## src/sv/swts_pkg.sv

```systemverilog
package swts_pkg;

  localparam int NUM_SYMBOLS = 64;
  localparam int WINDOW_MAX  = 32;
  localparam int SYM_W       = $clog2(NUM_SYMBOLS);
  localparam int SLOT_W      = $clog2(WINDOW_MAX);
  localparam int RING_AW     = SYM_W + SLOT_W;

  localparam int DIV_W       = 80;
  localparam int DEN_W       = 32;
  localparam int SQRT_W      = 64;

  localparam logic [5:0] WINDOW_RESET = 6'd20;
  localparam logic [7:0] SPIKE_RESET  = 8'd18;
  localparam logic [5:0] WINDOW_LOW   = 6'd2;
  localparam logic [5:0] WINDOW_HIGH  = 6'(WINDOW_MAX);

  localparam logic REG_WINDOW = 1'b0;
  localparam logic REG_SPIKE  = 1'b1;

  typedef struct packed {
    logic [5:0]        fill;
    logic [SLOT_W-1:0] wslot;
    logic [28:0]       s1;
    logic [52:0]       s2;
    logic [52:0]       pv;
    logic [28:0]       vs;
  } rec_t;

  typedef enum logic [4:0] {
    ST_IDLE, ST_RD_REC, ST_EVICT,
    ST_MUL1, ST_MUL2, ST_MUL3, ST_MUL4, ST_MUL5,
    ST_MUL6, ST_MUL7, ST_MUL8, ST_MUL9, ST_MUL10,
    ST_CMP, ST_DIV_GO, ST_DIV_WAIT, ST_SQRT_GO, ST_SQRT_WAIT, ST_OUT
  } state_t;

  typedef enum logic [1:0] {
    DIV_VWAP, DIV_VAR, DIV_PCT, DIV_AVG
  } div_op_t;

endpackage

```

## src/sv/swts_div.sv

```systemverilog
module swts_div import swts_pkg::*; (
  input  logic             clk,
  input  logic             rst_n,
  input  logic             start,
  input  logic [DIV_W-1:0] num,
  input  logic [DEN_W-1:0] den,
  output logic             done,
  output logic [DIV_W-1:0] quo
);

  logic                     busy_r;
  logic                     done_r;
  logic [$clog2(DIV_W)-1:0] cnt_r;
  logic [DEN_W-1:0]         rem_r;
  logic [DEN_W-1:0]         den_r;
  logic [DIV_W-1:0]         quo_r;
  logic [DEN_W:0]           trial;
  logic [DEN_W:0]           diff;
  logic                     ge;

  // Restoring division, one quotient bit per cycle, numerator shifted in from the top.
  assign trial = {rem_r, quo_r[DIV_W-1]};
  assign diff  = trial - {1'b0, den_r};
  assign ge    = (trial >= {1'b0, den_r});

  always_ff @(posedge clk) begin
    if (!rst_n) begin
      busy_r <= 1'b0;
      done_r <= 1'b0;
      cnt_r  <= '0;
    end else begin
      done_r <= 1'b0;
      if (start) begin
        busy_r <= 1'b1;
        cnt_r  <= '0;
      end else if (busy_r) begin
        cnt_r <= cnt_r + 1'b1;
        if (cnt_r == ($clog2(DIV_W))'(DIV_W - 1)) begin
          busy_r <= 1'b0;
          done_r <= 1'b1;
        end
      end
    end
  end

  always_ff @(posedge clk) begin
    if (start) begin
      rem_r <= '0;
      quo_r <= num;
      den_r <= den;
    end else if (busy_r) begin
      rem_r <= ge ? diff[DEN_W-1:0] : trial[DEN_W-1:0];
      quo_r <= {quo_r[DIV_W-2:0], ge};
    end
  end

  assign done = done_r;
  assign quo  = quo_r;

endmodule

```

## config.mk

```make
export PLATFORM = sky130hd
export DESIGN_NAME = swts_div
export DESIGN_NICKNAME = d
export VERILOG_FILES = /design/src/sv/swts_pkg.sv /design/src/sv/swts_div.sv
export SDC_FILE = /design/constraint.sdc
export NUM_CORES = 1
export LEC_CHECK = 0
export BUFFER_PORTS_ARGS = -buffer_cell sky130_fd_sc_hd__buf_2
export CORE_MARGIN = 1.5
export CORE_UTILIZATION = 54
export CTS_CLUSTER_DIAMETER = 120
export CTS_CLUSTER_SIZE = 8
export DETAILED_ROUTE_END_ITERATION = 8
export PLACE_DENSITY_LB_ADDON = 0.05
export SYNTH_ARGS = -nofsm -noshare
export SYNTH_HDL_FRONTEND = slang
export SYNTH_SLANG_ARGS = --single-unit
```

## constraint.sdc

```tcl
create_clock -name clk -period 2.9 [get_ports clk]
set_input_delay 0 -clock clk [delete_from_list [all_inputs] [get_ports clk]]
set_output_delay 0 -clock clk [all_outputs]
set_load 0.005 [all_outputs]
```

# After elaboration in Yosys (flattened, before gate mapping)
# Cells that the tools add are included.
# classes
n_addsub	2
order_cmp	1
n_eq_ne	1
mux	7
bitwise_logic	2
n_reduce_logical	3
# op_table
operator	n
80-bit two-way mux	2
33-bit by 32-bit >= comparator with 1-bit output	1
32-bit two-way mux	1
32-bit subtractor	1
7-bit by 1-bit adder with 7-bit output (second input constant)	1
7-bit equality test (second input constant)	1
1-bit two-way mux	4
3-bit OR reduction	1
1-bit NOT	2
2-bit nonzero test	1
2-bit OR reduction	1
# word_totals
ff_bits	153
input_bits	115
out_inout_bits	81
elab_cells	22

# Longest topological paths before layout
# Gate-level depths: netlist (run 1).
# logic_depth
depth_word	4
mapped_depth	13
mapped_depth_nobuf	12

# Worst setup path before layout (run 1)
# OpenSTA, ideal clock, no wires.
# synth_path
kind	flip-flop to flip-flop
from	register quo_r[79], in the netlist quo[79]
to	register rem_r[30]
setup_time_ns	0.122
t_arrival_ns	2.390
required_ns	2.778
setup_slack_ns	0.388
stages_incl_launch_ff	13
path_buffers	0
period_less_slack_ns	2.512
path_cell_list	edfxtp_1 > inv_1 > ha_1 > fa_1 > nor2b_1 > o21ai_0 > a21oi_1 > nor3_1 > o21ai_0 > a21oi_1 > o31ai_1 > xnor2_1 > o21ai_0
# synth_via
elab_chain_cells	2
word_cells_on_any_way	3
cone_classes	add/sub (1); order compare (1); mux (1)
# synth_rtl
item	line_no	rtl
start: declaration	swts_div.sv:16	logic [DIV_W-1:0] quo_r;
start signal: assignment	swts_div.sv:49	quo_r <= num;
start signal: assignment	swts_div.sv:53	quo_r <= {quo_r[DIV_W-2:0], ge};
32-bit subtractor or 33-bit by 32-bit >= comparator with 1-bit output (tied branches)	swts_div.sv:23, swts_div.sv:24	
32-bit two-way mux *	swts_div.sv:52	rem_r <= ge ? diff[DEN_W-1:0] : trial[DEN_W-1:0];
end signal: assignment	swts_div.sv:52	
end: declaration	swts_div.sv:14	logic [DEN_W-1:0] rem_r;
# Mark *: on every way between the ends. The rest lies on a longest branch, timed or not.
# A chain may end at the register's enable or synchronous reset.

# Worst setup path after layout (run 1)
# layout_path
from	register den_r[4]
to	register rem_r[27]
# layout_via
elab_chain_cells	2
word_cells_on_any_way	3
cone_classes	add/sub (1); order compare (1); mux (1)
# layout_rtl
item	line_no	rtl
start: declaration	swts_div.sv:15	logic [DEN_W-1:0] den_r;
start signal: assignment	swts_div.sv:50	den_r <= den;
32-bit subtractor or 33-bit by 32-bit >= comparator with 1-bit output (tied branches)	swts_div.sv:23, swts_div.sv:24	
32-bit two-way mux *	swts_div.sv:52	
# Marked as above.

==> impl_results.md, run 1 <==
- Crit Path Max Fanout: 5
- Final setup fails: 0
- DR vias: 6447
- Top Usage Layer GRT: met2
- Slew Limit Fails: 0
- 1st-iter DRT viols: 375
- H-Tree Depth: 4
- Share of layout cells above drive strength 1: 33.5%
- Port bufs: 195
- Syn Nets: 834
- Hold Crit Class: in -> reg
- Remaining global-route overflow: 0
- Worst-Margin Slew: 0.643 ns
- EDFF count, synth: 112
- Largest cells by area after synthesis: edfxtp_1, mux2_2, dfxtp_1
- CP max-delay cell: edfxtp_1
- Placed Cells: 1046
- CP delay by family, top: compound AO/OA/AOI/OAI gates
- DP Worst Slack: 0.114 ns
- Minimum clock period: 2.72 ns
- Post-layout util: 76.2%
- Setup TNS: 0 ns
- Die height: 125 um
- IO Pins: 196
- Leakage power total: 4.57 nW
- GR Util met2: 45.4%
- Met1 Use GR: 31.1%
- TritonRoute pass-1 iters: 5
- Fin nets: 1144
- Tot GR Track Use: 26.1%
- Fill cells: 958
- CTS Root Cell: clkbuf_16
- Residual DRC count: 0
- Clock latency on the worst-skew pair: 0.43 ns
- HPWL after DPL: 12.6 mm
- Reported max-cap violation count: 0
- WP data required: 3.24 ns
- Pin count of the biggest net entering global routing: 87
- Critical path's largest stage delay: 0.35 ns
- Wire length per cell: 17.0 um
- Die Width: 125 um
- Routability cong.: 0.894
- Asr flop ratio synth: 0%
- CTS tree: yes
- Post-synthesis sequential area ratio: 52.3%
- Slew margin rel.: 57.1%
- Hold Vio Cnt, Final: 0
- Most common cell in the synthesized netlist: edfxtp_1
- Mapped Area: 8000 sq um
- Final cell count without fillers: 1193
- Clk slew on worst S/H paths: 0.06 ns
- Post CTS Setup Buffer Count: 0
- RSZ-0062 raised after global routing: no
- First-pass GRT wire length: 32.5 mm
- FP Rows: 44
- Layout area overhead: 37.9%
- Clock Sinks: 153
- Die Area: 15600 sq um
- Number of synthesized register bits: 153
- CP cell instances: inv_1 > ha_2 > a21oi_1 > nand2_1 > o221ai_4 > a2bb2oi_1 > o31a_1 > o2111a_1 > xnor2_1 > mux2i_1 > a211oi_1
- Initial antenna violation count: 1
- Tcrit/Tclk final: 93.6%
- Yosys warns: 0
- Syn avg cell area: 11.7 sq um
- Synth cell types: 57
- Final Skew: 0.00726 ns
- Synth Instances: 685
- F_max: 368 MHz
- Antenna-violating nets left: 0
- Worst VDD drop: 547 uV
- Drt total wl: 20.3 mm
- Endpoint type of the worst setup path: flop
- WS Path Type: reg -> reg
- Post-synth top area share: 42.0%
- Initial Util: 55.3%
- CTS Buffer Depth: 2
- Number of vias per cell: 5.40
- Synth Flop Type: edfxtp_1
- Met3 usage: 7.43%
- Cell taking the most area after synthesis: edfxtp_1
- Crit path arrival time: 3.05 ns
- Cts bufs inserted: 17
- Final WS setup: 0.185 ns
- Power Density: 577 nW/um^2
- WP buf/inv: 1
- Synth cell count leaders: edfxtp_1, mux2_2, nor2_1
- CP Launch Type: flop
- Outcome: completed
- Number of global-route vias before repair: 6604
- Core area: 14500 sq um
[registers in the layout (all words and copies together), names as in the netlist]
register  cells
quo          80
den_r        32
rem_r        32
cnt_r         7
busy_r        1
done          1
[logic make-up (layout without fill, tap and decap cells)]
group	count (synthesis)	after routing	share of synthesized area, %
AOI/OAI and AO/OA	137	137	11.5
adders and majority gates	34	34	5.41
and+or+nand+nor	140	140	8.45
xor gates and xnor gates	32	32	3.50
buffers and inverters	82	405	4.21
other	0	1	0
muxes	107	107	14.6
DFF	153	153	52.3
[through the flow]
stage,power [W],hold WS [ns],area [sq um]
floorplan,0.00347,0.0989,8000
global placement,0.00384,0.176,9210
detailed placement,0.00387,0.178,9210
CTS,0.00635,0.258,11000
global route,0.00662,0.256,11000
finish,0.00636,0.273,11000
[final timing paths]
path | start | endpoint | slack (ns) | depth (start not counted)
min reg2reg | cnt_r[6] | cnt_r[6] | 0.49 | 2
max | den_r[4] | rem_r[27] | 0.18 | 11
max reg2reg | den_r[4] | rem_r[27] | 0.18 | 11
min | den[20] | den_r[20] | 0.27 | 2
[metal layers]
metal	part of all wire, %	wire [um]	up-vias
met1	41	8380	3055
met3	6.1	1240	30
li1	-	-	3142
met4	1.8	371	0
met2	51	10300	220
met5	0	0	-
[cell usage in the layout, fill, tap and decap left out, drive strengths merged, types with 11 or more instances in the layout]
master | Yosys | layout
xnor2 | 21 | 21
clkbuf | 27 | 17
a21oi | 40 | 40
ha | 33 | 33
nand2 | 28 | 28
inv | 47 | 50
dlygate4sd3 | 0 | 114
a211oi | 27 | 27
nor2 | 49 | 49
buf | 8 | 212
o21ai | 25 | 25
dfxtp | 41 | 41
mux2i | 27 | 27
edfxtp | 112 | 112
mux2 | 80 | 80
xor2 | 11 | 11
[timing repair]
action / 4_1_cts / 5_1_grt
hold buffers: 114 / 0
gates resized for setup: 0 / 13
endpoints found under the hold margin: 117 / 0
setup endpoints to repair: 0 / 12
[area by class of cell]
type / count / area, sq um / area share [%]
Antenna cell: 1 / 2.50 / 0.0227
Multi-Input combinational cell: 450 / 3540 / 32.1
Tap cell: 184 / 230 / 2.09
Inverter: 47 / 176 / 1.60
Clock inverter: 15 / 198 / 1.79
Sequential cell: 153 / 4190 / 37.9
Clock buffer: 17 / 425 / 3.86
Timing Repair Buffer: 326 / 2280 / 20.7
[power breakdown]
part	switching, W	internal [W]
sequential	0.000117	0.00258
clock	0.000917	0.00144
combinational	0.000640	0.000661
No activity file was read; power rests on OpenSTA's default activity.
==> inputs of run 2 (changes only) <==
--- a/config.mk
+++ b/config.mk
@@ -6,6 +6,7 @@
 export NUM_CORES = 1
 export LEC_CHECK = 0
 export BUFFER_PORTS_ARGS = -buffer_cell sky130_fd_sc_hd__buf_2
+export CORE_ASPECT_RATIO = 2
 export CORE_MARGIN = 1.5
 export CORE_UTILIZATION = 54
 export CTS_CLUSTER_DIAMETER = 120
==> impl_results.md, run 2 (same netlist as run 1, synthesis figures left out) <==
- Hold Startpoint: den[21]
- Clock latency on the worst-skew pair: 0.43 ns (about the same)
- Fin nets: 1154 (+0.87%)
- M1 wire length: 7.74 mm (-7.7%)
- Slew Limit Fails: 0 (unchanged)
- Number of global-route vias before repair: 7288 (+10%)
- First-pass GRT wire length: 35.9 mm (+10%)
- Residual DRC count: 0 (unchanged)
- Die height: 175 um (+40%)
- Wire length per cell: 19.2 um (+13%)
- HPWL after DPL: 15.2 mm (+21%)
- Reported max-cap violation count: 0 (unchanged)
- Pin count of the biggest net entering global routing: 73 (-16%)
- Met3 wire length: 1.18 mm (-5.0%)
- Initial Util: 55.4% (+0.19 points)
- Crit Path Max Fanout: 6 (+1)
- Final Skew: 0.00940 ns (+0.00215 ns)
- Share of layout cells above drive strength 1: 35.8% (+2.2 points)
- Leakage power total: 4.64 nW (+1.7%)
- Number of vias per cell: 5.54 (+2.6%)
- FP Rows: 62 (+41%)
- Final WS setup: 0.0821 ns (-0.102 ns)
- Reg-to-Reg Start: den_r[2]
- Routability cong.: 0.914 (+2.2%)
- Clock Sinks: 153 (unchanged)
- Power Density: 580 nW/um^2 (+0.52%)
- Placed Cells: 1057 (+1.1%)
- Critical path's largest stage delay: 0.35 ns (about the same)
- Antenna-violating nets left: 0 (unchanged)
- Hold Vio Cnt, Final: 0 (unchanged)
- CTS tree: yes
- Cts bufs inserted: 17 (unchanged)
- Layout area overhead: 39.9%
- DR vias: 6712 (+4.1%)
- Most frequent cells in the layout: buf_2, dlygate4sd3_1, edfxtp_1
- CTS Buffer Depth: 2 (unchanged)
- Largest register FFs: 80 (unchanged)
- Remaining global-route overflow: 0 (unchanged)
- Top layer in use: met4
- CP cell instances: inv_1 > ha_1 > o211ai_1 > a21oi_2 > o221ai_4 > o31ai_4 > o2111ai_2 > a21oi_4 > buf_12 > mux2_2 > mux2i_1 > nor2_1
- DP Worst Slack: 0.0454 ns (-0.0688 ns)
- Minimum clock period: 2.82 ns (+0.102 ns)
- 1st-iter DRT viols: 361 (-3.7%)
- Critical Path Start: den_r[2]
- Core area: 14400 sq um (-0.35%)
- Most common cell after layout, fill and taps aside: buf_2
- CP Launch Type: flop
- CTS Root Cell: clkbuf_16
- IO Pins: 196 (unchanged)
- Drt total wl: 23.3 mm (+15%)
- Hold Crit Class: in -> reg
- Clk slew on worst S/H paths: 0.06 ns (about the same)
- Worst VDD drop: 577 uV (+5.5%)
- Tcrit/Tclk final: 97.2% (+3.5 points)
- WP buf/inv: 2 (+1)
- CP max-delay cell: ha_1
- WP data required: 3.21 ns (-0.03 ns)
- Final cell count without fillers: 1211 (+1.5%)
- F_max: 355 MHz (-3.6%)
- WS Path Type: reg -> reg
- Port bufs: 195 (unchanged)
- Outcome: completed
- Slew margin rel.: 50.2% (-6.9 points)
- TritonRoute pass-1 iters: 4 (-1)
- Crit path arrival time: 3.13 ns (+0.08 ns)
- CP delay by family, top: compound AO/OA/AOI/OAI gates
- H-Tree Depth: 4 (unchanged)
- Met2 WL: 13.2 mm (+28%)
- Tot GR Track Use: 30.8% (+4.6 points)
- Die Width: 89.1 um (-29%)
- Initial antenna violation count: 1 (unchanged)
- Die Area: 15600 sq um (+0.29%)
- Worst-Margin Slew: 0.748 ns (+0.104 ns)
- Endpoint type of the worst setup path: flop
- Final setup fails: 0 (unchanged)
- Setup TNS: 0 ns (unchanged)
run 2: changes by cell type in the layout (fill, tap and decap cells not counted), sizes merged:
cell,change
inv,+5
buf,+10
clkinvlp,-1
clkbuf,+2
bufinv,-2
clkinv,-4
run 2: stage by stage:
step                cell area, sq um  total power [W]  utilization (%)  hold WS, ns
finish                         11200          0.00649             77.6        0.280
global route                   11200          0.00671             77.6        0.278
CTS                            11000          0.00640             76.4        0.267
floorplan                       8000          0.00347                -       0.0989
detailed placement              9250          0.00392             64.1        0.178
global placement                9250          0.00389             64.1        0.176
run 2: worst register-to-register path, cell delays in order (launching register included):
cell and delay [ns]:
edfxtp_1 0.34, inv_1 0.04, ha_1 0.35, o211ai_1 0.12
a21oi_2 0.23, o221ai_4 0.18, o31ai_4 0.34, o2111ai_2 0.17
a21oi_4 0.25, buf_12 0.16, mux2_2 0.32, mux2i_1 0.15
nor2_1 0.05
run 2: worst paths after layout:
kind	to	slack, ns	cells past startpoint
worst max-delay path	rem_r[7]	0.08	12
worst min-delay path	den_r[21]	0.28	2
worst max register to register	rem_r[7]	0.08	12
worst min register to register	cnt_r[6]	0.50	2
run 2: layer usage:
| layer | vias up | global-route usage, % |
|---|---|---|
| li1 | 3159 | - |
| met1 | 3204 | 30.0 |
| met2 | 270 | 57.5 |
| met3 | 79 | 7.94 |
| met4 | 0 | 14.6 |
| met5 | - | 0 |
run 2: power by group:
group	internal, W	switching, W
combinational	0.000698	0.000709
clock	0.00139	0.000989
sequential	0.00258	0.000116
total	0.00467	0.00181
run 2: final cells by class:
type                    count  area (sq um)
flip-flops and latches    153          4190
repair buffers            336          2370
well taps                 192           240
inverters                  47           176
multi-input cells         450          3590
clock buffers              19           475
clock inverters            13           149
diodes                      1          2.50
fillers                   956          3240
run 2: what timing repair did:
| item | in CTS | in global routing |
|---|---|---|
| hold endpoints to repair | 120 | 0 |
| buffers inserted | 0 | 7 |
| resized for setup | 0 | 27 |
| hold buffers | 114 | 0 |
| setup endpoints to repair | 0 | 31 |
==> inputs of run 3 (changes only) <==
--- a/config.mk
+++ b/config.mk
@@ -6,7 +6,7 @@
 export NUM_CORES = 1
 export LEC_CHECK = 0
 export BUFFER_PORTS_ARGS = -buffer_cell sky130_fd_sc_hd__buf_2
-export CORE_ASPECT_RATIO = 2
+export CORE_ASPECT_RATIO = 0.75
 export CORE_MARGIN = 1.5
 export CORE_UTILIZATION = 54
 export CTS_CLUSTER_DIAMETER = 120
==> constraint.sdc (replaced) <==
create_clock -name clk -period 2.8 [get_ports clk]
set_input_delay 0 -clock clk [delete_from_list [all_inputs] [get_ports clk]]
set_output_delay 0 -clock clk [all_outputs]
set_load 0.005 [all_outputs]
==> impl_results.md, run 3 (same netlist as run 1, synthesis figures left out) <==
- Outcome: completed
- Number of vias per cell: 5.37 (-3.2%)
- Final setup fails: 0 (unchanged)
- Layout area overhead: 40.5%
- Routability cong.: 0.885 (-3.1%)
- WS Path Type: reg -> reg
- Antenna-violating nets left: 0 (unchanged)
- Final Skew: 0.0114 ns (+0.00202 ns)
- Core area: 14500 sq um (+0.17%)
- GR Util met2: 45.6% (-12 points)
- Initial Util: 55.3% (-0.096 points)
- H-Tree Depth: 4 (unchanged)
- Placed Cells: 1067 (+0.95%)
- Clk slew on worst S/H paths: 0.06 ns (about the same)
- Fin nets: 1153 (-0.087%)
- Top Usage Layer GRT: met2
- Worst VDD drop: 467 uV (-19%)
- CTS Root Cell: clkbuf_16
- Pin count of the biggest net entering global routing: 71 (-2.7%)
- 1st-iter DRT viols: 298 (-17%)
- F_max: 368 MHz (+3.7%)
- Hold Crit Class: in -> reg
- Storage element area: 4190 sq um (unchanged)
- Die Area: 15600 sq um (-0.24%)
- Minimum clock period: 2.72 ns (-0.0998 ns)
- Tcrit/Tclk final: 97.1% (about the same)
- Remaining global-route overflow: 0 (unchanged)
- Most frequent cells in the layout: buf_2, dlygate4sd3_1, edfxtp_1
- Number of global-route vias before repair: 6510 (-11%)
- Die height: 108 um (-38%)
- WP data required: 3.10 ns (-0.11 ns)
- Power Density: 585 nW/um^2 (+0.90%)
- Worst-Margin Slew: 0.710 ns (-0.0374 ns)
- Fill cells: 950 (-0.63%)
- Most common cell after layout, fill and taps aside: buf_2
- CP Launch Type: flop
- Hold Vio Cnt, Final: 0 (unchanged)
- TritonRoute pass-1 iters: 6 (+2)
- IO Pins: 196 (unchanged)
- Largest register FFs: 80 (unchanged)
- Tot GR Track Use: 26.4% (-4.4 points)
- Crit Path Max Fanout: 3 (-3)
- DP Worst Slack: -0.00257 ns (-0.0480 ns)
- CTS tree: yes
- Final WS setup: 0.0819 ns (-0.000224 ns)
- Reported max-cap violation count: 0 (unchanged)
- Post-layout util: 77.7% (+0.18 points)
- Initial antenna violation count: 1 (unchanged)
- Residual DRC count: 0 (unchanged)
- Slew Limit Fails: 0 (unchanged)
- Share of layout cells above drive strength 1: 36.3% (+0.53 points)
- Met1 Use GR: 32.0% (+2.0 points)
- Cts bufs inserted: 17 (unchanged)
- Port bufs: 195 (unchanged)
- RSZ-0062 raised after global routing: yes
- Hold slack: 0.284 ns (+0.00425 ns)
- Clock Sinks: 153 (unchanged)
- Leakage power total: 4.61 nW (-0.67%)
- Crit path arrival time: 3.02 ns (-0.11 ns)
- Drt total wl: 20.3 mm (-13%)
- First-pass GRT wire length: 31.6 mm (-12%)
- FP Rows: 38 (-39%)
- Area of the multi-input gates: 3660 sq um (+1.8%)
- Wire length per cell: 16.7 um (-13%)
- Final cell count without fillers: 1218 (+0.58%)
- Met3 usage: 5.76% (-2.2 points)
- DR vias: 6536 (-2.6%)
- Endpoint type of the worst setup path: flop
- Die Width: 144 um (+61%)
- Slew margin rel.: 52.7% (+2.5 points)
- Clock latency on the worst-skew pair: 0.42 ns (about the same)
- CTS Buffer Depth: 2 (unchanged)
- HPWL after DPL: 12.6 mm (-17%)
[run 3: cell count changes in the layout (fill, tap and decap cells not counted), moves of 3 or more]
| cell | delta |
|---|---|
| o21ai_0 | -4 |
| ha_4 | +4 |
| inv_4 | -3 |
| ha_1 | -3 |
[run 3: area by class of cell]
type,count,area share [%]
sequential,153,37.2
clock buffer,18,3.82
clock inverter,14,1.54
antenna,1,0.0223
tap,200,2.23
multi-input combinational,450,32.6
inverter,47,1.57
timing repair buffer,335,21.0
[run 3: path summary, 6_finish.rpt]
check	startpoint	end	slack (ns)	cells past startpoint
min reg2reg	cnt_r[6]	cnt_r[6]	0.50	2
min	den[8]	den_r[8]	0.28	2
max	quo[79]	rem_r[30]	0.08	13
max reg2reg	quo[79]	rem_r[30]	0.08	13
[run 3: metal layers]
metal,vias up,share of wire (%)
li1,3173,-
met1,3108,43
met2,210,49
met3,45,4.6
met4,0,3.0
met5,-,0
[run 3: power breakdown]
| part | leakage [nW] | internal, W | total, W | switching [W] |
|---|---|---|---|---|
| sequential | 1.45 | 0.00267 | 0.00279 | 0.000113 |
| combinational | 2.87 | 0.000731 | 0.00143 | 0.000699 |
| clock | 0.286 | 0.00141 | 0.00235 | 0.000943 |
[run 3: what timing repair did]
action | CTS | global route
resized for setup | 3 | 43
endpoints found under the hold margin | 121 | 0
gates cloned | 0 | 0
setup endpoints to repair | 16 | 32
pin swaps | 2 | 20
setup buffers | 1 | 3
hold buffers | 114 | 0
[run 3: stage by stage]
stage / setup TNS [ns] / area [sq um] / total power (W)
detailed placement: -0.00257 / 9270 / 0.00402
floorplan: 0 / 8000 / 0.00359
global route: -0.411 / 11200 / 0.00684
CTS: 0 / 11000 / 0.00648
finish: 0 / 11200 / 0.00657
global placement: 0 / 9270 / 0.00399
[run 3: worst max-delay path: stages, from the launching register on]
cell and delay (ns):
edfxtp_1 0.33, inv_1 0.07, ha_1 0.23, fa_2 0.36, nor2b_1 0.12, o21ai_1 0.11
a21oi_2 0.27, nor3_2 0.10, o21ai_1 0.16, buf_4 0.15, a21oi_1 0.10, o31ai_1 0.36
xnor2_1 0.16, o21ai_0 0.09
