`src/sv/swts_pkg.sv`:
```
package swts_pkg;

  localparam int NUM_SYMBOLS = 64;
  localparam int WINDOW_MAX  = 32;
  localparam int SYM_W       = $clog2(NUM_SYMBOLS);
  localparam int SLOT_W      = $clog2(WINDOW_MAX);
  localparam int RING_AW     = SYM_W + SLOT_W;

  localparam int DIV_W       = 80;
  localparam int DEN_W       = 32;
  localparam int SQRT_W      = 64;

  localparam logic [5:0] WINDOW_RESET = 6'd20;
  localparam logic [7:0] SPIKE_RESET  = 8'd18;
  localparam logic [5:0] WINDOW_LOW   = 6'd2;
  localparam logic [5:0] WINDOW_HIGH  = 6'(WINDOW_MAX);

  localparam logic REG_WINDOW = 1'b0;
  localparam logic REG_SPIKE  = 1'b1;

  typedef struct packed {
    logic [5:0]        fill;
    logic [SLOT_W-1:0] wslot;
    logic [28:0]       s1;
    logic [52:0]       s2;
    logic [52:0]       pv;
    logic [28:0]       vs;
  } rec_t;

  typedef enum logic [4:0] {
    ST_IDLE, ST_RD_REC, ST_EVICT,
    ST_MUL1, ST_MUL2, ST_MUL3, ST_MUL4, ST_MUL5,
    ST_MUL6, ST_MUL7, ST_MUL8, ST_MUL9, ST_MUL10,
    ST_CMP, ST_DIV_GO, ST_DIV_WAIT, ST_SQRT_GO, ST_SQRT_WAIT, ST_OUT
  } state_t;

  typedef enum logic [1:0] {
    DIV_VWAP, DIV_VAR, DIV_PCT, DIV_AVG
  } div_op_t;

endpackage

```
`src/sv/swts_sqrt.sv`:
```
module swts_sqrt import swts_pkg::*; (
  input  logic              clk,
  input  logic              rst_n,
  input  logic              start,
  input  logic [SQRT_W-1:0] x,
  output logic              done,
  output logic [31:0]       root
);

  logic                        busy_r;
  logic                        done_r;
  logic [$clog2(SQRT_W/2)-1:0] cnt_r;
  logic [SQRT_W-1:0]           x_r;
  logic [SQRT_W-1:0]           r_r;
  logic [SQRT_W-1:0]           bit_r;
  logic [SQRT_W-1:0]           rb;

  // Digit-by-digit square root, two radicand bits per cycle.
  assign rb = r_r + bit_r;

  always_ff @(posedge clk) begin
    if (!rst_n) begin
      busy_r <= 1'b0;
      done_r <= 1'b0;
      cnt_r  <= '0;
    end else begin
      done_r <= 1'b0;
      if (start) begin
        busy_r <= 1'b1;
        cnt_r  <= '0;
      end else if (busy_r) begin
        cnt_r <= cnt_r + 1'b1;
        if (cnt_r == ($clog2(SQRT_W/2))'(SQRT_W/2 - 1)) begin
          busy_r <= 1'b0;
          done_r <= 1'b1;
        end
      end
    end
  end

  always_ff @(posedge clk) begin
    if (start) begin
      x_r   <= x;
      r_r   <= '0;
      bit_r <= {2'b01, {(SQRT_W-2){1'b0}}};
    end else if (busy_r) begin
      if (x_r >= rb) begin
        x_r <= x_r - rb;
        r_r <= (r_r >> 1) + bit_r;
      end else begin
        r_r <= r_r >> 1;
      end
      bit_r <= bit_r >> 2;
    end
  end

  assign done = done_r;
  assign root = r_r[31:0];

endmodule

```
`config.mk`:
```
export PLATFORM = sky130hd
export DESIGN_NAME = swts_sqrt
export DESIGN_NICKNAME = d
export VERILOG_FILES = /design/src/sv/swts_pkg.sv /design/src/sv/swts_sqrt.sv
export SDC_FILE = /design/constraint.sdc
export NUM_CORES = 1
export LEC_CHECK = 0
export ABC_CLOCK_PERIOD_IN_PS = 9000
export BUFFER_PORTS_ARGS = -buffer_cell sky130_fd_sc_hd__buf_2
export CORE_MARGIN = 5
export CORE_UTILIZATION = 55
export DETAILED_ROUTE_END_ITERATION = 8
export MAX_ROUTING_LAYER = met4
export PLACE_DENSITY_LB_ADDON = 0.08
export RECOVER_POWER = 100
export SYNTH_ARGS = -nofsm -noshare
export SYNTH_HDL_FRONTEND = slang
export SYNTH_SLANG_ARGS = --single-unit
```
`constraint.sdc`:
```
create_clock -name clk -period 9 [get_ports clk]
set_clock_uncertainty 0.05 [all_clocks]
set_input_delay 1.8 -clock clk [delete_from_list [all_inputs] [get_ports clk]]
set_output_delay 1.8 -clock clk [all_outputs]
set_load 0.02 [all_outputs]
```
Word level (Yosys, flattened, before mapping) --
Cells that the tools add are included.
Storage, ports and cells: flip-flop bits (word level) 167, input bits 67, output and inout bits 33, logic and storage cells 27
Cells by class: add/subtract/negate cells 4, order comparisons 1, equal/unequal tests 1, muxes and demuxes 8, bitwise operators 2, reductions and logical operators 5
Operators by type and width (count):
- $mux W64 | 4
- $add A63 B63 Y64 | 1
- $add A64 B63 Y64 | 1
- $ge A64 B64 Y1 | 1
- $sub A64 B64 Y64 | 1
- $add A5 B1 Y5 const B | 1
- $eq A5 B5 Y1 const B | 1
- $mux W1 | 4
- $reduce_bool A2 Y1 | 2
- $reduce_or A3 Y1 | 1
- $not A1 Y1 | 2
- $reduce_and A2 Y1 | 1
- $reduce_or A2 Y1 | 1

Longest topological paths before layout --
Gate-level depths: netlist of run 1.
word-level depth 5, depth in mapped cells 26

Least setup slack after synthesis of run 1 --
Ideal clock, no wire load.
path kind register to register, from reg r_r[2], to reg x_r[0] (enable), library setup time 0.690 ns, arrival time 5.539 ns, data required time 8.260 ns, path slack 2.721 ns, stages on the path, launching flop included 22, period minus slack after synthesis 6.279 ns, path through dfxtp_1 ha_1 a31o_2 a31oi_4 o21ai_2 a311oi_2 o31ai_2 a311o_1 nand2_1 and4bb_1 o41ai_2 xor2_1 ha_1 a21o_1 a21o_1 a21oi_1 o21ai_0 a221oi_2 nand2_1 buf_2 nand2_1 nand2_1
On the way: longest elaborated chain between the ends 4
Ends and longest elaborated chain:
- start, declared | RTL line swts_sqrt.sv:14 | logic [SQRT_W-1:0] r_r;
- start signal, assigned | RTL line swts_sqrt.sv:49 | r_r <= (r_r >> 1) + bit_r;
- start signal, assigned | RTL line swts_sqrt.sv:51 | r_r <= r_r >> 1;
- $add A64 B63 Y64 | RTL line swts_sqrt.sv:19 | assign rb = r_r + bit_r;
- $ge A64 B64 Y1 | RTL line swts_sqrt.sv:47 | if (x_r >= rb) begin
- $reduce_bool A2 Y1 (no line)
- $reduce_and A2 Y1 (no line)
- end signal, assigned | RTL line swts_sqrt.sv:48 | x_r <= x_r - rb;
- end, declared | RTL line swts_sqrt.sv:13 | logic [SQRT_W-1:0] x_r;
No other way between the ends. A chain may end at the register's enable or synchronous reset.

Worst setup path in the final report of run 1 --
from reg r_r[2], to reg r_r[48]
On the way: longest elaborated chain between the ends 3, elaborated cells between the ends (all ways) 4, classes of those cells add/sub: 2; order compare: 1; mux: 1
Ends and longest elaborated chain (RTL line):
- $add A64 B63 Y64 | swts_sqrt.sv:19
- $ge A64 B64 Y1 | swts_sqrt.sv:47
- $mux W64 (*) | swts_sqrt.sv:47
Mark *: on every way between the ends. The rest lies on a longest branch, timed or not.

==> impl_results.md, run 1 <==
* Max-cap violations at 2
* Clock buffer depth at 2
* Cell count of the worst hold path at 2
* Clock share of power at 18.6%
* Syn_nets at 2,221
* H-tree levels at 4
* Synth unique cells at 86
* Share of power burned in registers at 28.1%
* Routed WL per cell at 19.3 um
* FF+latch count, synth at 167
* Die extent in x at 180 um
* Post-CTS setup buffer count at 0
* Hold Crit Start: r_r[0]
* First drt pass iteration count at 6
* Final period utilization at approximately four fifths
* Chip height at 180 um
* Cells after synthesis at 2,021
* Row cnt at 62
* Startpoint Class: flip-flop
* Top FF cell, synth: dfxtp_1
* Port Buffers at a little under 100
* Nets@finish at 2,203
* Total die area at 32,300 sq um
* CTS sink count at roughly 170
* Sw frac at a little under half
* CP endpoint kind: flip-flop
* Synth Warn # at 0
* Core area at 28,500 sq um
* Slew headroom at -177%
* Top cells by count, synth: 254 x nand2_1, 206 x nor2_1, 156 x o21ai_0
* Initial antenna violation count at 0
* Synth top area share at 13.0%
* Crit path DAT at about 7.6 ns
* Combinational share of power at ~53%
* Leakage at 0.00635 uW
* WL met1 at 22.0 mm
* Worst vdd ir at 0.135 mV
* DR WL met3 at 2.67 mm
* Largest area contributor in the netlist: dfxtp_1
* Min Tclk post-route at approximately 7.3 ns
* Final GP Congestion at roughly 0.97
* N_diodes at 0
* Post-synth EDFFs at 64
* PostCTS Resize Cnt at 0
* Initial DRC Count at 1,288
* Cell-internal power at 2200 uW
* Setup violators final at 0
* RSZ-0062 raised after global routing: no
* Antenna-violating nets left at 0
* Clk_lat worst skew at about 0.46 ns
* First-pass GRT wire length at ~74 mm
* Psw at 1850 uW
* Synth area leaders: dfxtp_1 13%, edfxtp_1 12%, ha_1 10%
* Netlist Area Pre-Place at 15,800 sq um
* Vias after detailed routing at around 15k
* DPL Wire Length at roughly 35 mm
* Hold path endpoint: r_r[0]
* CTS tree: yes
* Max FO, Critical Path at 40
* Vias in the first global route at roughly 14k
* Measured slew at the worst slew-check pin at 4.16 ns
* Critical Path RT at 9.25 ns
* Drt via density at approximately 6.3
* Status: complete, but fails checks
* Top-count cell post-synth: nand2_1
* Starting density of the core at 55.5%
* Total track usage at approximately 28%
* Final Slew Violations at ~200
* Worst r2r dst: r_r[48]
* TNS Setup at 0 ns
* Maximum clock frequency at 136 MHz
* R2r setup slk at 1.66 ns
* Total Wirelength at 46.3 mm
* Worst Reg-to-Reg Cells at 22
* HP Class: reg -> reg
* Crit path kind: reg -> reg
* Hold_buf cts at 0
* Root buffer cell: clkbuf_16
* Remaining DRCs at 0
* Post-synth ARST share at 0%
* Power Total at just over 4000 uW
* Largest net degree at the start of global routing at 101
* CTS Buf Count at 17
* P per Cell Area at 243 nW/um^2
* Mean Syn Cell Area at between 7 and 8 sq um
* DR WL met2 at between 20 and 25 mm
* Clk slew on worst S/H paths at 0.08 ns
* Part of the Yosys area used for sequential elements at 25.2%
* Synthesis-to-finish area growth at 5.15%
* Layout cells sized above 1 at 7.59%
* Grt total ovfl at 0
* Failing checks: max-capacitance violations, max-slew violations
* Final Hold Viols at 0
* Io pins at 100
* Launching point of the worst reg2reg path: r_r[2]
* Top Metal Used: met4
registers in the layout (all words and copies together), names as in the netlist:
signal  count
x_r        64
busy_r      1
bit_r      32
r_r        64
done        1
cnt_r       5
layout make-up:
class	instances	area (sq um)
clock buffers	17	425
clock inverters	15	156
fillers	2793	11900
inverters	35	131
multi-input cells	1674	11000
flip-flops and latches	167	3990
well taps	384	480
repair buffers	108	513
cell families (layout without fill, tap and decap cells):
logic type	count (synthesis)	after routing	synth area share, %
AO/OA/AOI/OAI	679	679	28.7
AND/OR/NAND/NOR	662	662	18.8
buffers and inverters	180	175	5.21
flip-flops	167	167	25.2
XOR/XNOR	149	149	8.24
adder cells (fa/ha/maj)	133	133	10.6
multiplexers	51	51	3.28
worst max-delay path, cell delays in order (launching register included):
cell      delay (ns)
dfxtp_1         0.44
ha_1            0.31
a31o_2          0.27
a31oi_1         0.33
o21ai_0         0.25
a311oi_1        0.72
o31ai_1         0.27
a311o_1         0.43
nand2_1         0.13
and4bb_1        0.26
o41ai_2         0.26
xor2_1          0.23
ha_1            0.34
a21o_1          0.20
a21o_1          0.17
a21oi_1         0.28
o21ai_0         0.16
a221oi_2        0.18
buf_4           0.29
and2_2          0.64
buf_4           0.47
o21ai_0         0.14
a221oi_1        0.33
placed cells by master (no fill, tap or decap), drive strengths merged, types with 55 or more instances in the layout:
| cell type | n |
|---|---|
| a21o | 55 |
| ha | 132 |
| xnor2 | 83 |
| nand2 | 254 |
| buf | 72 |
| nor2 | 206 |
| xor2 | 66 |
| a21oi | 141 |
| edfxtp | 64 |
| dfxtp | 103 |
| o21ai | 165 |
| a31oi | 65 |
per-layer routing:
metal	track usage, %	vias up
met4	7.13	0
met5	-	-
met2	44.4	479
met1	39.0	7138
met3	4.47	75
li1	-	7427
how the worst max path moves through the flow:
stage	startpoint	endpoint	depth (start not counted)
floorplan	r_r[2]	x_r[0]	21
global route	r_r[2]	r_r[48]	22
global placement	r_r[0]	r_r[44]	25
finish	r_r[2]	r_r[48]	22
detailed placement	r_r[0]	r_r[44]	25
CTS	r_r[0]	r_r[44]	25
metrics by stage:
stage / utilization [%] / setup slack [ns] / std cells / area [sq um] / hold WS (ns)
detailed placement: 56.7 / 2.37 / 2368 / 16200 / 0.447
finish: 58.3 / 1.66 / 2400 / 16700 / 0.465
global route: 58.3 / 1.11 / 2400 / 16700 / 0.495
global placement: 56.7 / 2.43 / 2368 / 16200 / 0.437
floorplan: - / 2.72 / 2021 / 15800 / 0.417
CTS: 58.8 / 2.29 / 2400 / 16800 / 0.459
power by group through the flow:
stage,logic [uW],registers (uW),clock network [uW]
6_report,2160,1140,754
2_1_floorplan,1740,1070,0
5_1_grt,2380,1160,801
4_1_cts,2150,1130,766
3_3_place_gp,2110,1150,0
3_5_place_dp,2130,1140,0
No activity file was read; power rests on OpenSTA's default activity.
==> run 2: changes to the inputs <==
--- a/config.mk
+++ b/config.mk
@@ -5,7 +5,7 @@
 export SDC_FILE = /design/constraint.sdc
 export NUM_CORES = 1
 export LEC_CHECK = 0
-export ABC_CLOCK_PERIOD_IN_PS = 9000
+export ABC_CLOCK_PERIOD_IN_PS = 7450
 export BUFFER_PORTS_ARGS = -buffer_cell sky130_fd_sc_hd__buf_2
 export CORE_MARGIN = 5
 export CORE_UTILIZATION = 55
==> constraint.sdc (replaced) <==
create_clock -name clk -period 7.45 [get_ports clk]
set_clock_uncertainty 0.05 [all_clocks]
set_input_delay 1.49 -clock clk [delete_from_list [all_inputs] [get_ports clk]]
set_output_delay 1.49 -clock clk [all_outputs]
set_load 0.02 [all_outputs]
==> run 2 against run 1 <==
The run still ends with max-capacitance violations, max-slew violations left. Clock-buffer cell count unchanged. First-iteration DRC count up 13%. Total power increased by 22%. Critical path type unchanged. Critical endpoint is now r_r[23]. Largest cell class unchanged. Highest routed layer unchanged.
==> impl_results.md, run 2 (synthesis results as in run 1) <==
* Dpl ws at 0.980 ns (was 2.37 ns)
* Min Tclk post-route at 6.74 ns (was 7.34 ns)
* Slew headroom at -144% (was -177%)
* Final Slew Violations at 227 (was 195)
* Total Wirelength at 45.8 mm (was 46.3 mm)
* Drt via density at 6.25 (was 6.30)
* Startpoint Class: flip-flop (unchanged)
* Maximum clock frequency at 148 MHz (was 136 MHz)
* Nets@finish at 2,203 (unchanged)
* Layout cells sized above 1 at 7.74% (was 7.59%)
* Largest net degree at the start of global routing at 98 (was 101)
* Final Hold Viols at 0 (unchanged)
* P per Cell Area at 295 nW/um^2 (was 243 nW/um^2)
* RSZ-0062 raised after global routing: no (unchanged)
* Synthesis-to-finish area growth at 5.58% (was 5.15%)
* TNS Setup at 0 ns (unchanged)
* Measured slew at the worst slew-check pin at 3.66 ns (was 4.16 ns)
* Final period utilization at 90.5% (was 81.5%)
* Worst path slowest cell: and2_2 (was a311oi_1)
* PnR worst setup slack at 0.710 ns (was 1.66 ns)
* Worst vdd ir at 0.159 mV (was 0.135 mV)
* H-tree levels at 4 (unchanged)
* Hold_buf cts at 0 (unchanged)
* Root buffer cell: clkbuf_16 (unchanged)
* Final GP Congestion at 0.982 (was 0.967)
* CTS tree: yes (unchanged)
* Max-cap violations at 3 (was 2)
* N_diodes at 0 (unchanged)
* Starting density of the core at 55.5% (unchanged)
* Initial DRC Count at 1,451 (was 1,288)
* Failing checks: max-capacitance violations, max-slew violations (unchanged)
* Crit-path most repeated cell: o21ai_0 (unchanged)
* Total die area at 32,300 sq um (unchanged)
* Io pins at 100 (unchanged)
* Chip height at 180 um (unchanged)
* Initial antenna violation count at 0 (unchanged)
* Total track usage at 28.3% (was 28.5%)
* Antenna-violating nets left at 0 (unchanged)
* Largest registers: r_r (64), x_r (64), bit_r (32) (unchanged)
* Routed WL per cell at 19.1 um (was 19.3 um)
* Core area at 28,500 sq um (unchanged)
* PostCTS Resize Cnt at 0 (unchanged)
* CP cell instances: ha_1 > a31o_2 > a31oi_4 > o21ai_0 > a311oi_2 > o31ai_2 > a31oi_1 > o211ai_1 > a41oi_1 > o21bai_1 > xnor2_1 > ha_1 > a21o_1 > a21o_1 > a21oi_1 > o21ai_0 > a221oi_2 > buf_4 > and2_2 > buf_4 > o21ai_0 > a311oi_1 (was ha_1 > a31o_2 > a31oi_1 > o21ai_0 > a311oi_1 > o31ai_1 > a311o_1 > nand2_1 > and4bb_1 > o41ai_2 > xor2_1 > ha_1 > a21o_1 > a21o_1 > a21oi_1 > o21ai_0 > a221oi_2 > buf_4 > and2_2 > buf_4 > o21ai_0 > a221oi_1)
* Status: complete, but fails checks (unchanged)
* Post-CTS setup buffer count at 0 (unchanged)
* HP Class: reg -> reg (unchanged)
* Die extent in x at 180 um (unchanged)
* Clock buffer depth at 2 (unchanged)
* Setup violators final at 0 (unchanged)
* Remaining DRCs at 0 (unchanged)
* Clk_lat worst skew at 0.46 ns (about the same)
* Slowest stage delay, CP at 0.57 ns (was 0.72 ns)
* CP endpoint kind: flip-flop (unchanged)
* Row cnt at 62 (unchanged)
* Vias in the first global route at 14.1k (was 14.0k)
* Crit path DAT at 7.00 ns (was 7.59 ns)
* Critical Path RT at 7.71 ns (was 9.25 ns)
* First-pass GRT wire length at 74.0 mm (was 74.3 mm)
* Most common cell after layout, fill and taps aside: nand2_1 (unchanged)
* Commonest cells after routing, fill and taps aside: 253 x nand2_1, 206 x nor2_1, 159 x o21ai_0 (was 254 x nand2_1, 206 x nor2_1, 159 x o21ai_0)
* Vias after detailed routing at 15.0k (was 15.1k)
* First drt pass iteration count at 6 (unchanged)
* Max FO, Critical Path at 29 (was 40)
* DPL Wire Length at 34.7 mm (was 35.0 mm)
* CTS Buf Count at 17 (unchanged)
* CTS sink count at 167 (unchanged)
* Crit path kind: reg -> reg (unchanged)
* Grt total ovfl at 0 (unchanged)
* Fillers at 2,799 (was 2,793)
* Post-Route Utilization at 58.6% (was 58.3%)
* Leakage at 0.00636 uW (was 0.00635 uW)
* Clk slew on worst S/H paths at 0.08 ns (about the same)
* Port Buffers at 99 (unchanged)
## run 2: routing by layer
metal	GRT usage [%]	routed length, um
met5	-	0
met3	4.83	2940
met2	43.4	20600
met1	39.5	21600
met4	5.85	678
## run 2: final timing paths
path	to	slack, ns	from	cells past startpoint
worst max-delay path	r_r[23]	0.71	r_r[2]	22
worst min-delay path	cnt_r[4]	0.47	cnt_r[4]	2
worst max register to register	r_r[23]	0.71	r_r[2]	22
worst min register to register	cnt_r[4]	0.47	cnt_r[4]	2
## run 2: where the power goes
part	leakage, uW	switching, uW	internal [uW]
Sequential	0.00149	179	1200
Clock	0.000286	451	482
Combinational	0.00459	1590	1030
Total	0.00636	2220	2700
## run 2: layout make-up
type                    count  area (sq um)  area share (%)
well taps                 384           480            2.87
inverters                  35           131           0.786
repair buffers            108           532            3.18
flip-flops and latches    167          3990            23.9
clock buffers              17           425            2.54
clock inverters            15           176            1.06
multi-input cells        1674         11000            65.7
## run 2: worst max-delay path: cells and delay by family, from the launching register on
family | cells | cell delay [ns]
AO/OA/AOI/OAI | 16 | 3.99
adder cells (fa/ha/maj) | 2 | 0.72
buffers and inverters | 2 | 0.63
AND/OR/NAND/NOR | 1 | 0.57
flip-flops | 1 | 0.44
XOR/XNOR | 1 | 0.15
## run 2: metrics by stage
| stage | hold slack (ns) | total power (uW) | instances | instance area (sq um) |
|---|---|---|---|---|
| floorplan | 0.417 | 3390 | 2021 | 15800 |
| global placement | 0.435 | 3950 | 2368 | 16200 |
| detailed placement | 0.445 | 3980 | 2368 | 16200 |
| CTS | 0.467 | 4930 | 2400 | 16800 |
| global route | 0.485 | 5290 | 2400 | 16700 |
| finish | 0.470 | 4930 | 2400 | 16700 |
==> run 3: changes to the inputs <==
--- a/config.mk
+++ b/config.mk
@@ -9,6 +9,7 @@
 export BUFFER_PORTS_ARGS = -buffer_cell sky130_fd_sc_hd__buf_2
 export CORE_MARGIN = 5
 export CORE_UTILIZATION = 55
+export CTS_BUF_LIST = sky130_fd_sc_hd__clkbuf_8
 export DETAILED_ROUTE_END_ITERATION = 8
 export MAX_ROUTING_LAYER = met4
 export PLACE_DENSITY_LB_ADDON = 0.08
==> run 3 against run 2 <==
The run still ends with max-capacitance violations, max-slew violations left. Combinational power about the same. First-iteration DRC count increased by 11%. Non-clock buffer count unchanged. Sequential share of layout area is 0.28 points higher. Largest cell class unchanged. Highest routed layer unchanged.
==> impl_results.md, run 3 (synthesis results as in run 1) <==
* Die extent in x at 180 um (unchanged)
* Startpoint Class: flip-flop (unchanged)
* Antenna-violating nets left at 0 (unchanged)
* Clk_lat worst skew at 0.52 ns (was 0.46 ns)
* Initial antenna violation count at 0 (unchanged)
* Cell-internal power at 2510 uW (was 2700 uW)
* H-tree levels at 4 (unchanged)
* Nets@finish at 2,203 (unchanged)
* RSZ-0062 raised after global routing: no (unchanged)
* CTS sink count at 167 (unchanged)
* Failing checks: max-capacitance violations, max-slew violations (unchanged)
* N_diodes at 0 (unchanged)
* Total die area at 32,300 sq um (unchanged)
* R2r setup slk at 0.74 ns (was 0.71 ns)
* Maximum clock frequency at 149 MHz (was 148 MHz)
* Hold path endpoint: cnt_r[4] (unchanged)
* Final GP Congestion at 0.982 (unchanged)
* CP endpoint kind: flip-flop (unchanged)
* Port Buffers at 99 (unchanged)
* Psw at 2200 uW (was 2220 uW)
* Row cnt at 62 (unchanged)
* Worst vdd ir at 0.154 mV (was 0.159 mV)
* Synthesis-to-finish area growth at 4.36% (was 5.58%)
* Routed WL per cell at 19.1 um (about the same)
* Power Total at 4710 uW (was 4930 uW)
* Leakage at 0.00627 uW (was 0.00636 uW)
* Post-Route Utilization at 57.9% (was 58.6%)
* Launching point of the worst reg2reg path: r_r[2] (unchanged)
* Sw frac at 46.7% (was 45.1%)
* Max-cap violations at 3 (unchanged)
* Chip height at 180 um (unchanged)
* HP Class: reg -> reg (unchanged)
* CTS tree: yes (unchanged)
* Grt total ovfl at 0 (unchanged)
* Final Hold Viols at 0 (unchanged)
* Min Tclk post-route at 6.71 ns (was 6.74 ns)
* P per Cell Area at 285 nW/um^2 (was 295 nW/um^2)
* Clock share of power at 15.2% (was 18.9%)
* Starting density of the core at 55.5% (unchanged)
* Vias after detailed routing at 15.1k (was 15.0k)
* Root buffer cell: clkbuf_8 (was clkbuf_16)
* Remaining DRCs at 0 (unchanged)
* Final Slew Violations at 227 (unchanged)
* First-pass GRT wire length at 73.9 mm (was 74.0 mm)
* Largest registers: r_r (64), x_r (64), bit_r (32) (unchanged)
* TNS Setup at 0 ns (unchanged)
* Worst r2r dst: r_r[23] (unchanged)
* CTS Buf Count at 17 (unchanged)
* Largest net degree at the start of global routing at 98 (unchanged)
* Crit path kind: reg -> reg (unchanged)
* DPL Wire Length at 34.7 mm (unchanged)
* Status: complete, but fails checks (unchanged)
* Combinational share of power at 55.6% (was 53.2%)
* Total track usage at 28.2% (was 28.3%)
* Initial DRC Count at 1,613 (was 1,451)
* Drt via density at 6.27 (was 6.25)
* Most common cell after layout, fill and taps aside: nand2_1 (unchanged)
* Post-CTS setup buffer count at 0 (unchanged)
* Hold Crit Start: cnt_r[4] (unchanged)
* Setup violators final at 0 (unchanged)
* Cell count of the worst hold path at 2 (unchanged)
* Measured slew at the worst slew-check pin at 3.66 ns (about the same)
* Critical Path RT at 7.76 ns (was 7.71 ns)
* Commonest cells after routing, fill and taps aside: 253 x nand2_1, 206 x nor2_1, 158 x o21ai_0 (was 253 x nand2_1, 206 x nor2_1, 159 x o21ai_0)
* Share of power burned in registers at 29.2% (was 27.9%)
* Crit path DAT at 7.03 ns (was 7.00 ns)
* Clock buffer depth at 2 (unchanged)
* Vias in the first global route at 14.0k (was 14.1k)
* Core area at 28,500 sq um (unchanged)
* Worst Reg-to-Reg Cells at 22 (unchanged)
* Hold_buf cts at 0 (unchanged)
* Total Wirelength at 45.9 mm (was 45.8 mm)
* Layout cells sized above 1 at 7.74% (unchanged)
* Clk slew on worst S/H paths at 0.12 ns (was 0.08 ns)
* First drt pass iteration count at 6 (unchanged)
* Io pins at 100 (unchanged)
* Max FO, Critical Path at 29 (unchanged)
* Slew headroom at -144% (about the same)
* Final period utilization at 90.1% (was 90.5%)
* PostCTS Resize Cnt at 0 (unchanged)
## run 3: cell count changes in the layout (fill, tap and decap cells not counted)
cell | before | now
o31ai_1 | 18 | 19
o21ai_2 | 0 | 1
clkbuf_8 | 0 | 17
o211ai_1 | 8 | 9
o31ai_2 | 3 | 2
nor3_1 | 20 | 19
o21ai_0 | 159 | 158
nor3_2 | 0 | 1
clkbuf_16 | 17 | 0
o211ai_2 | 1 | 0
## run 3: power groups by stage
stage / clock, uW / sequential [uW] / combinational (uW)
after global placement: 0 / 1380 / 2560
final: 717 / 1370 / 2620
after floorplan: 0 / 1290 / 2100
after CTS: 732 / 1370 / 2610
after detailed placement: 0 / 1380 / 2600
after global routing: 772 / 1390 / 2900
## run 3: cell type report
cell class / instances / area [sq um]
Inverter: 35 / 131
Clock inverter: 15 / 176
Timing Repair Buffer: 108 / 532
Clock buffer: 17 / 234
Multi-Input combinational cell: 1674 / 11000
Sequential cell: 167 / 3990
Fill cell: 2822 / 12000
Tap cell: 384 / 480
## run 3: how the worst max path moves through the flow
stage	cells after the start	slack [ns]	to	from
finish	22	0.74	r_r[23]	r_r[2]
global route	21	0.23	r_r[19]	r_r[0]
CTS	22	0.92	r_r[23]	r_r[2]
detailed placement	22	0.98	r_r[23]	r_r[2]
global placement	22	1.16	x_r[16]	r_r[0]
floorplan	21	1.17	x_r[0]	r_r[2]
## run 3: per-layer routing
metal	part of all wire, %	vias up	global-route usage [%]
met1	47	7068	39.6
met2	45	484	43.4
met3	6.4	56	4.63
met4	1.6	0	5.73
met5	0	-	-
li1	-	7444	-
## run 3: worst max-delay path, cell delays in order (launching register included)
cell	delay [ns]
dfxtp_1	0.45
ha_1	0.30
a31o_2	0.28
a31oi_4	0.23
o21ai_2	0.11
a311oi_2	0.49
o31ai_1	0.22
a31oi_1	0.41
o211ai_1	0.27
a41oi_1	0.53
o21bai_1	0.14
xnor2_1	0.15
ha_1	0.42
a21o_1	0.20
a21o_1	0.16
a21oi_1	0.14
o21ai_0	0.15
a221oi_2	0.21
buf_4	0.30
and2_2	0.57
buf_4	0.32
o21ai_0	0.13
a311oi_1	0.29
## run 3: stage by stage
stage                     cell area [sq um]  setup slack, ns  hold slack, ns  std cells
final                                 16500            0.736           0.479       2400
after detailed placement              16200            0.980           0.445       2368
after CTS                             16600            0.920           0.477       2400
after global placement                16200             1.16           0.435       2368
after floorplan                       15800             1.17           0.417       2021
after global routing                  16500            0.228           0.495       2400
